## config.mk

```make
export PLATFORM = sky130hd
export DESIGN_NAME = mma_dp
export DESIGN_NICKNAME = d
export VERILOG_FILES = /design/src/hw/rtl/matrix_multiply_accumulate_top_assert.svh /design/src/hw/rtl/mma_pkg.sv /design/src/hw/rtl/mma_dp.sv
export SDC_FILE = /design/constraint.sdc
export NUM_CORES = 2
export LEC_CHECK = 0
export BUFFER_PORTS_ARGS = -buffer_cell sky130_fd_sc_hd__buf_2
export CAP_MARGIN = 40
export CELL_PAD_IN_SITES_DETAIL_PLACEMENT = 1
export CELL_PAD_IN_SITES_GLOBAL_PLACEMENT = 2
export CORE_ASPECT_RATIO = 1.5
export CORE_MARGIN = 1
export CORE_UTILIZATION = 41
export CTS_BUF_LIST = sky130_fd_sc_hd__clkbuf_2 sky130_fd_sc_hd__clkbuf_4 sky130_fd_sc_hd__clkbuf_8
export CTS_CLUSTER_SIZE = 25
export DETAILED_ROUTE_END_ITERATION = 7
export PLACE_DENSITY = 0.82
export SLEW_MARGIN = 20
export SYNTH_ARGS = -nofsm -noshare
export SYNTH_HDL_FRONTEND = slang
export SYNTH_SLANG_ARGS = --single-unit
```

## constraint.sdc

```tcl
create_clock -name clk -period 11.15 [get_ports clk]
set_input_delay 1.115 -clock clk [delete_from_list [all_inputs] [get_ports clk]]
set_output_delay 1.115 -clock clk [all_outputs]
set_load 0.05 [all_outputs]
```

## src/hw/rtl/matrix_multiply_accumulate_top_assert.svh

```systemverilog
// Assertion macros for the RTL, used by mma_ctrl. Each expands to nothing in synthesis.
`ifndef MATRIX_MULTIPLY_ACCUMULATE_TOP_ASSERT_SVH
`define MATRIX_MULTIPLY_ACCUMULATE_TOP_ASSERT_SVH

`ifndef SYNTHESIS
`define MMA_ASSERT_IMP(label, clk, rst, ante, cons) \
  label: assert property (@(posedge clk) disable iff (rst) (ante) |-> (cons)) \
    else $error("assertion failed");
`define MMA_ASSERT_NEXT(label, clk, rst, ante, cons) \
  label: assert property (@(posedge clk) disable iff (rst) (ante) |=> (cons)) \
    else $error("assertion failed");
`else
`define MMA_ASSERT_IMP(label, clk, rst, ante, cons)
`define MMA_ASSERT_NEXT(label, clk, rst, ante, cons)
`endif

`endif

```

## src/hw/rtl/mma_pkg.sv

```systemverilog
`timescale 1ns / 1ps
package mma_pkg;

  localparam int MAX_DIM   = 16;
  localparam int FRAC_BITS = 16;

  localparam int DIM_LIMIT = (MAX_DIM < 16) ? MAX_DIM : 16;
  localparam int DEPTH     = MAX_DIM * MAX_DIM;
  localparam int ADDR_W    = $clog2(DEPTH);
  localparam int CNT_W     = 5;
  localparam int DATA_W    = 32;
  localparam int MUL_X_W   = DATA_W + 1;
  localparam int PROD_W    = MUL_X_W + DATA_W;
  localparam int ACC_W     = 2 * DATA_W + $clog2(MAX_DIM);
  localparam int SUM_W     = ACC_W + 34;

  // Half an output LSB at the product scale, for round to nearest
  localparam logic [SUM_W:0] ROUND_TWICE = (SUM_W + 1)'(1) << (2 * FRAC_BITS);
  localparam logic signed [SUM_W-1:0] ROUND_K = SUM_W'(ROUND_TWICE >> 1);

  localparam logic [2:0] REG_ALPHA   = 3'd0;
  localparam logic [2:0] REG_BETA    = 3'd1;
  localparam logic [2:0] REG_ROWS_M  = 3'd2;
  localparam logic [2:0] REG_INNER_K = 3'd3;
  localparam logic [2:0] REG_COLS_N  = 3'd4;

  localparam logic [CNT_W-1:0] RESET_DIM   = CNT_W'(16);
  localparam logic [DATA_W-1:0] RESET_ALPHA = DATA_W'(65536);

  typedef enum logic [1:0] {
    CMD_LOAD_A  = 2'd0,
    CMD_LOAD_B  = 2'd1,
    CMD_LOAD_C  = 2'd2,
    CMD_COMPUTE = 2'd3
  } cmd_t;

  typedef enum logic [2:0] {
    OP_NONE,
    OP_AB,
    OP_ALPHA_LO,
    OP_ALPHA_MID,
    OP_ALPHA_HI,
    OP_BETA
  } op_t;

  typedef enum logic [2:0] {
    ST_IDLE,
    ST_COL,
    ST_MAC,
    ST_MAC_WAIT,
    ST_SCALE,
    ST_SCALE_WAIT,
    ST_ROUND
  } state_t;

  typedef struct packed {
    op_t  op;
    logic clr;
    logic cold_load;
  } ctl_t;

  typedef struct packed {
    logic              idle;
    logic [DATA_W-1:0] value;
    logic              sat;
  } dp_stat_t;

  typedef struct packed {
    logic              a_we;
    logic              b_we;
    logic              c_we;
    logic              c_wr_result;
    logic [ADDR_W-1:0] wr_addr;
    logic [ADDR_W-1:0] a_raddr;
    logic [ADDR_W-1:0] b_raddr;
    logic [ADDR_W-1:0] c_raddr;
  } mem_ctl_t;

  function automatic logic [CNT_W-1:0] dim_use(logic [CNT_W-1:0] v);
    return (v > CNT_W'(DIM_LIMIT)) ? CNT_W'(DIM_LIMIT) : v;
  endfunction

  function automatic logic [ADDR_W-1:0] elem_addr(logic [CNT_W-1:0] r,
                                                  logic [CNT_W-1:0] c);
    logic [ADDR_W+CNT_W:0] full;
    full = (ADDR_W + CNT_W + 1)'(r) * (ADDR_W + CNT_W + 1)'(MAX_DIM)
         + (ADDR_W + CNT_W + 1)'(c);
    return full[ADDR_W-1:0];
  endfunction

endpackage

```

## src/hw/rtl/mma_dp.sv

```systemverilog
`timescale 1ns / 1ps
module mma_dp (
  input  logic                                clk,
  input  logic                                rst,
  input  mma_pkg::ctl_t                       ctl,
  input  logic signed [mma_pkg::DATA_W-1:0]   alpha,
  input  logic signed [mma_pkg::DATA_W-1:0]   beta,
  input  logic [mma_pkg::DATA_W-1:0]          a_rdata,
  input  logic [mma_pkg::DATA_W-1:0]          b_rdata,
  input  logic [mma_pkg::DATA_W-1:0]          c_rdata,
  output mma_pkg::dp_stat_t                   stat
);

  mma_pkg::op_t op_d;
  mma_pkg::op_t prod_op;
  logic         cold_d;

  logic signed [mma_pkg::MUL_X_W-1:0] mx;
  logic signed [mma_pkg::DATA_W-1:0]  my;
  logic signed [mma_pkg::PROD_W-1:0]  mul_full;
  logic signed [mma_pkg::PROD_W-1:0]  prod;
  logic signed [mma_pkg::DATA_W-1:0]  cold;
  logic signed [mma_pkg::ACC_W-1:0]   acc;
  logic signed [mma_pkg::SUM_W-1:0]   sum;
  logic signed [mma_pkg::SUM_W-1:0]   prod_ext;
  logic signed [mma_pkg::SUM_W-1:0]   term;
  logic signed [mma_pkg::SUM_W-1:0]   rsum;
  logic signed [mma_pkg::SUM_W-1:0]   shifted;
  logic                               neg;
  logic                               sat;

  // Operand select for the shared multiplier; ops arrive in the cycle after issue
  always_comb begin
    mx = '0;
    my = '0;
    case (op_d)
      mma_pkg::OP_AB: begin
        mx = mma_pkg::MUL_X_W'($signed(a_rdata));
        my = $signed(b_rdata);
      end
      mma_pkg::OP_ALPHA_LO: begin
        mx = $signed({1'b0, acc[31:0]});
        my = alpha;
      end
      mma_pkg::OP_ALPHA_MID: begin
        mx = $signed({1'b0, acc[63:32]});
        my = alpha;
      end
      mma_pkg::OP_ALPHA_HI: begin
        mx = mma_pkg::MUL_X_W'($signed(acc[mma_pkg::ACC_W-1:64]));
        my = alpha;
      end
      mma_pkg::OP_BETA: begin
        mx = mma_pkg::MUL_X_W'(cold);
        my = beta;
      end
      default: begin
        mx = '0;
        my = '0;
      end
    endcase
  end

  assign mul_full = mx * my;
  assign prod_ext = mma_pkg::SUM_W'(prod);

  // Place each partial product at its weight in the wide sum
  always_comb begin
    case (prod_op)
      mma_pkg::OP_ALPHA_LO:  term = prod_ext;
      mma_pkg::OP_ALPHA_MID: term = prod_ext <<< 32;
      mma_pkg::OP_ALPHA_HI:  term = prod_ext <<< 64;
      mma_pkg::OP_BETA:      term = prod_ext <<< mma_pkg::FRAC_BITS;
      default:               term = '0;
    endcase
  end

  always_ff @(posedge clk) begin
    if (rst) begin
      op_d    <= mma_pkg::OP_NONE;
      prod_op <= mma_pkg::OP_NONE;
      cold_d  <= 1'b0;
    end else begin
      op_d    <= ctl.op;
      prod_op <= op_d;
      cold_d  <= ctl.cold_load;
    end
  end

  always_ff @(posedge clk) begin
    prod <= mul_full;
    if (cold_d) begin
      cold <= $signed(c_rdata);
    end
    if (ctl.clr) begin
      acc <= '0;
      sum <= '0;
    end else if (prod_op == mma_pkg::OP_AB) begin
      acc <= acc + mma_pkg::ACC_W'(prod);
    end else if (prod_op != mma_pkg::OP_NONE) begin
      sum <= sum + term;
    end
  end

  // Round to nearest, ties up, then clip to 32 bits
  assign rsum    = sum + mma_pkg::ROUND_K;
  assign shifted = rsum >>> (2 * mma_pkg::FRAC_BITS);
  assign neg     = shifted[mma_pkg::SUM_W-1];
  assign sat     = !((&shifted[mma_pkg::SUM_W-1:31]) || !(|shifted[mma_pkg::SUM_W-1:31]));

  always_comb begin
    stat.idle = (op_d == mma_pkg::OP_NONE) && (prod_op == mma_pkg::OP_NONE);
    stat.sat  = sat;
    if (sat) begin
      stat.value = neg ? {1'b1, {(mma_pkg::DATA_W-1){1'b0}}}
                       : {1'b0, {(mma_pkg::DATA_W-1){1'b1}}};
    end else begin
      stat.value = shifted[mma_pkg::DATA_W-1:0];
    end
  end

endmodule

```

## After elaboration in Yosys (flattened, before gate mapping)

Index checks and enable logic that the tools add are counted.

| storage, ports and cells | value |
|---|---|
| flip-flop bits (word level) | 274 |
| bits in latches | 0 |
| bits in writable memories | 0 |
| memory bits (read-only) | 0 |
| output and inout bits | 34 |
| word-level logic and storage cells | 38 |
| memories kept | 0 |

| operators by class | value |
|---|---|
| $add $sub $neg | 3 |
| multiply operators | 1 |
| divide/modulo/power cells | 0 |
| magnitude comparators | 0 |
| eq/ne operators | 10 |
| shift operators | 0 |
| multiplexer cells | 5 |
| bitwise logic cells | 1 |
| reductions and logical operators | 11 |

Operator list:

| kind | number |
|---|---|
| case mux 102 bit (4 select lines) | 1 |
| case mux 33 bit (5 select lines) | 1 |
| adder 102 bit | 1 |
| adder 102 x 33 -> 102 bit (second input constant) | 1 |
| case mux 32 bit (3 select lines) | 1 |
| adder 68 x 65 -> 68 bit | 1 |
| multiplier 33 x 32 -> 65 bit | 1 |
| 2-to-1 mux 32 bit | 2 |
| AND reduction 39 bit | 1 |
| OR reduction 39 bit | 1 |
| equality test 3 x 2 -> 1 bit (second input constant) | 4 |
| equality test 3 bit (second input constant) | 4 |
| equality test 3 x 1 -> 1 bit (second input constant) | 2 |
| logical NOT 3 bit | 2 |
| nonzero test 3 bit | 1 |
| OR reduction 3 bit | 1 |
| logical NOT 1 bit | 2 |
| AND reduction 2 bit | 1 |
| logical AND 1 bit | 1 |
| logical OR 1 bit | 1 |
| inverter 1 bit | 1 |

## Logic depth before layout (Yosys ltp)

| depth | value |
|---|---|
| depth after elaboration | 5 |
| gate-level depth with buffers | 40 |

## Least setup slack after synthesis

OpenSTA, ideal clock, no wires.

| path | value |
|---|---|
| path kind | register to register |
| start | register op_d[1] |
| end | register prod[61] (netlist name) |
| library setup time | 72 ps |
| data arrival time | 9459 ps |
| data required time | 11078 ps |
| path slack | 1619 ps |
| stages on the path, launching flop included | 31 |
| path buffers | 6 |
| clock period less this slack | 9531 ps |
| cells stage by stage | dfxtp_1 clkbuf_1 buf_1 clkbuf_1 clkbuf_1 a21oi_1 clkbuf_1 nand2_1 inv_1 fa_1 fa_1 fa_1 fa_1 fa_1 fa_1 fa_1 fa_1 ha_1 clkbuf_1 a21o_1 a21o_1 a221o_1 a21o_1 a21o_1 o21ai_0 o211ai_1 a311oi_1 o21ai_0 a21o_1 a21oi_1 xnor2_1 |

| on the way | value |
|---|---|
| word-level cells in the longest chain between the ends | 4 |

RTL lines:

| what | RTL line | RTL |
|---|---|---|
| from (decl) | mma_dp.sv:14 | `mma_pkg::op_t op_d;` |
| from (signal assigned) | mma_dp.sv:80 | `op_d <= mma_pkg::OP_NONE;` |
| from (signal assigned) | mma_dp.sv:84 | `op_d <= ctl.op;` |
| equality test 3 bit / equality test 3 x 2 -> 1 bit (equally long branches) | mma_dp.sv:36 | `case (op_d)` |
| OR reduction 3 bit (no source line) | n/a |  |
| case mux 32 bit (3 select lines) | mma_dp.sv:36 |  |
| multiplier 33 x 32 -> 65 bit (*) | mma_dp.sv:64 | `assign mul_full = mx * my;` |
| named net mul_full (one bit) | mma_dp.sv:20 | `logic signed [mma_pkg::PROD_W-1:0] mul_full;` |
| to (signal assigned) | mma_dp.sv:91 | `prod <= mul_full;` |
| to (decl) | mma_dp.sv:21 | `logic signed [mma_pkg::PROD_W-1:0] prod;` |

The timed path passes the listed nets; every way through them passes the cells marked *.
A chain may end at the register's enable or synchronous reset.

## Worst setup path after layout

Same ends and word-level chain as after synthesis.

==> impl_metrics.tcl <==
set metrics [dict create \
    peakVddDrop_mv 0.105 \
    hp-class "reg2reg" \
    port_buffers 200 \
    clock_path_buffers 3 \
    first_pass_grt_wire_length_mm 387 \
    worst_margin_slew_ps 978 \
    kind_of_start_point_of_the_critical_path "flop" \
    worst_setup_path_end_kind "flop" \
    power.density_cell_area_nw_per_um2 140 \
    cell_area_after_synthesis_sq_um 59700 \
    rr_startpoint "op_d[1]$_SDFF_PP0_" \
    cts-buffers-inserted 46 \
    drcViolationCount 0 \
    grt.overflow.total 0 \
    synth-seq-area-share_pct 9.73 \
    boundaryPins 201 \
    power_frac_clock_pct 12.1 \
    fraction_of_synthesized_cell_area_taken_by_the_top_area_cell_type_pct 37.4 \
    synth_cell_types 98 \
    initial_antenna_violation_count 11 \
    maxClockFrequency_mhz 92.2 \
    cpLargestDelayFamily "adder cells" \
    cpMostUsedCell "sky130_fd_sc_hd__fa_1" \
    swShare_pct 55.7 \
    synth_edf_count 32 \
    nets 8888 \
    slew_viol_final 0 \
    crit_type "reg2reg" \
    clock-skew-final_ps 59.6 \
    first_global_vias 59300 \
    min_period_over_period_pct 97.3 \
    grt_util_all_layers_pct 36.3 \
    hold_violation_count_in_the_final_report 0 \
    effective_utilization_at_floorplan_pct 41.2 \
    outcome "completed" \
    critical_path_arrival_ps 11470 \
    critical_path_depth 32 \
    share_comb_of_total_power_pct 69.1 \
    total_die_area_sq_um 147000 \
    drive_above_1_share_pct 8.84 \
    timing.max_cap.violations 0 \
    period_needed_ps 10850 \
    switching_power_mw 5.05 \
    p_int_mw 4.02 \
    post_route_hold_slack_ps 461 \
    cts.root.buffer_cell "sky130_fd_sc_hd__clkbuf_8" \
    syn-num-nets 8813 \
    h-tree-depth 2 \
    core_sq_um 145000 \
    prevailing_post_synth_register_cell "sky130_fd_sc_hd__dfxtp_1" \
    cts_num_sinks 274 \
    fp-row-count 171 \
    detailedRoute.firstPassIterationCount 5 \
    die_height_um 469 \
    reg2reg_path_depth 32 \
    ys_warn_count 0 \
    yosys_register_bits 274 \
    dpl_worst_slack_ps 515 \
    drtIter0Drc 3407 \
    commonest_cells_after_routing_fill_and_taps_aside "sky130_fd_sc_hd__fa_1, sky130_fd_sc_hd__inv_1, sky130_fd_sc_hd__nand2_1" \
    timing.final.ws_setup_ps 302 \
    seqPwrFrac_pct 18.7 \
    routed-via-count 53700 \
    flow.area_growth_from_synthesis_pct 8.68 \
    wirelength_routed_mm 267 \
    asyncSetResetFlopFracSynth_pct 0 \
    critical_path.reg2reg.endpoint "prod[61]$_DFF_P_" \
    cp_max_fo 28 \
    r2r_setup_slack_ps 300 \
    pin_count_of_the_biggest_net_entering_global_routing 113 \
    crit_start "op_d[1]$_SDFF_PP0_" \
    ant_nets 0 \
    worst_path_largest_cell_delay_ps 920 \
    post_cts.resized_instances 0 \
    post-dp-hpwl_mm 221 \
    timing.max_slew.rel_slack_pct 34.2 \
    power.static_leakage_nw 30.0 \
    cts_hold_buffers 0 \
    stdcell_area_sq_um 64800 \
    setup_viol 0 \
    average_routed_wire_per_standard_cell_um 29.0 \
    cp_data_required_time_ps 11770 \
    rsz0062_at_grt "false" \
    yosysTopAreaCell "sky130_fd_sc_hd__fa_1" \
    detail_routed_via_count_per_cell 5.83 \
    post_cts.repair.setup_buffers 0 \
    cts_tree "yes" \
    chipWidth_um 313 \
    setup-tns-final_ps 0 \
    yosys-top-cells-area "sky130_fd_sc_hd__fa_1, sky130_fd_sc_hd__dfxtp_1, sky130_fd_sc_hd__ha_1" \
    path_clk_slew_ps 80 \
    avgSynthCellArea_sq_um 8.31 \
    postPlaceCellArea_sq_um 63700 \
    synth_cells 7177 \
    critPathCapture "prod[61]$_DFF_P_" \
    place_congestion 1.01 \
    clock_insertion_delay_at_the_later_pin_of_the_skew_report_ps 710 \
    critical_path.n_buffers_inverters 6 \
    layout.cells.most_common "sky130_fd_sc_hd__fa_1" \
    critical-path-slowest-cell "sky130_fd_sc_hd__dfxtp_2" \
]
through the flow:
step	power [mW]	util [%]	std cells
floorplan	5.44	-	7177
global placement	7.66	43.9	9082
detailed placement	7.83	44.0	9101
CTS	8.97	44.7	9185
global route	9.61	44.8	9192
finish	9.07	44.8	9201
logic make-up after synthesis:
family / share of synthesized area (%)
AO/OA/AOI/OAI: 13.8
XOR/XNOR: 4.13
adder cells (fa/ha/maj): 44.8
buffers and inverters: 9.72
flip-flops: 9.73
multiplexers: 1.82
AND/OR/NAND/NOR: 16.0
synth_stat cells (50+ instances only):
library cell,number
sky130_fd_sc_hd__ha_1,355
sky130_fd_sc_hd__mux2i_1,85
sky130_fd_sc_hd__a22o_1,57
sky130_fd_sc_hd__dfxtp_1,242
sky130_fd_sc_hd__nand2_1,1008
sky130_fd_sc_hd__nor2_1,713
sky130_fd_sc_hd__nand4_1,86
sky130_fd_sc_hd__o22ai_1,51
sky130_fd_sc_hd__a21oi_1,484
sky130_fd_sc_hd__clkbuf_1,367
sky130_fd_sc_hd__o21ai_0,202
sky130_fd_sc_hd__o21bai_1,50
sky130_fd_sc_hd__xnor2_1,180
sky130_fd_sc_hd__o21a_1,66
sky130_fd_sc_hd__fa_1,1114
sky130_fd_sc_hd__nand3_1,76
sky130_fd_sc_hd__a21o_1,112
sky130_fd_sc_hd__and2_1,60
sky130_fd_sc_hd__xor2_1,101
sky130_fd_sc_hd__inv_1,1109
worst min-delay path, cell delays in order, from the launching register on:
cell	delay, ps
sky130_fd_sc_hd__dfxtp_1	320
sky130_fd_sc_hd__nand2_1	50
sky130_fd_sc_hd__a21oi_1	50
layer usage:
metal	vias up	wire length, um	GRT usage [%]
li1	23100	-	-
met4	6	24900	28.8
met1	27700	92100	38.3
met3	834	15000	5.18
met2	2028	135000	64.9
met5	-	35	0
power by group through the flow:
stage / clock (mW) / sequential, mW / combinational, mW
finish: 1.10 / 1.70 / 6.27
global route: 1.15 / 1.67 / 6.80
CTS: 1.13 / 1.65 / 6.19
detailed placement: 0 / 1.67 / 6.16
global placement: 0 / 1.68 / 5.98
floorplan: 0 / 1.32 / 4.12
final cells by class:
cell class / count / area, sq um
Sequential cell: 274 / 5820
Fill cell: 17300 / 79800
Timing Repair Buffer: 439 / 3020
Clock inverter: 23 / 233
Tap cell: 1903 / 2380
Clock buffer: 61 / 790
Inverter: 1112 / 4170
Antenna cell: 10 / 25.0
Multi-Input combinational cell: 5379 / 48400
worst min path at each step:
stage / slack (ps) / depth (start not counted) / start / end
4_1_cts: 460 / 2 / sum[5]$_SDFFE_PP0P_ / sum[5]$_SDFFE_PP0P_
5_1_grt: 490 / 2 / sum[25]$_SDFFE_PP0P_ / sum[25]$_SDFFE_PP0P_
3_5_place_dp: 450 / 2 / sum[5]$_SDFFE_PP0P_ / sum[5]$_SDFFE_PP0P_
6_report: 460 / 2 / sum[22]$_SDFFE_PP0P_ / sum[22]$_SDFFE_PP0P_
3_3_place_gp: 440 / 2 / sum[24]$_SDFFE_PP0P_ / sum[24]$_SDFFE_PP0P_
2_1_floorplan: 440 / 2 / sum[0]$_SDFFE_PP0P_ / sum[0]$_SDFFE_PP0P_
state kept, by name (all words and copies together), names as in the netlist:
name / cells
cold: 32
prod: 65
prod_op: 3
op_d: 3
acc: 68
sum: 102
cold_d: 1
(Power assumes the default switching activity.)
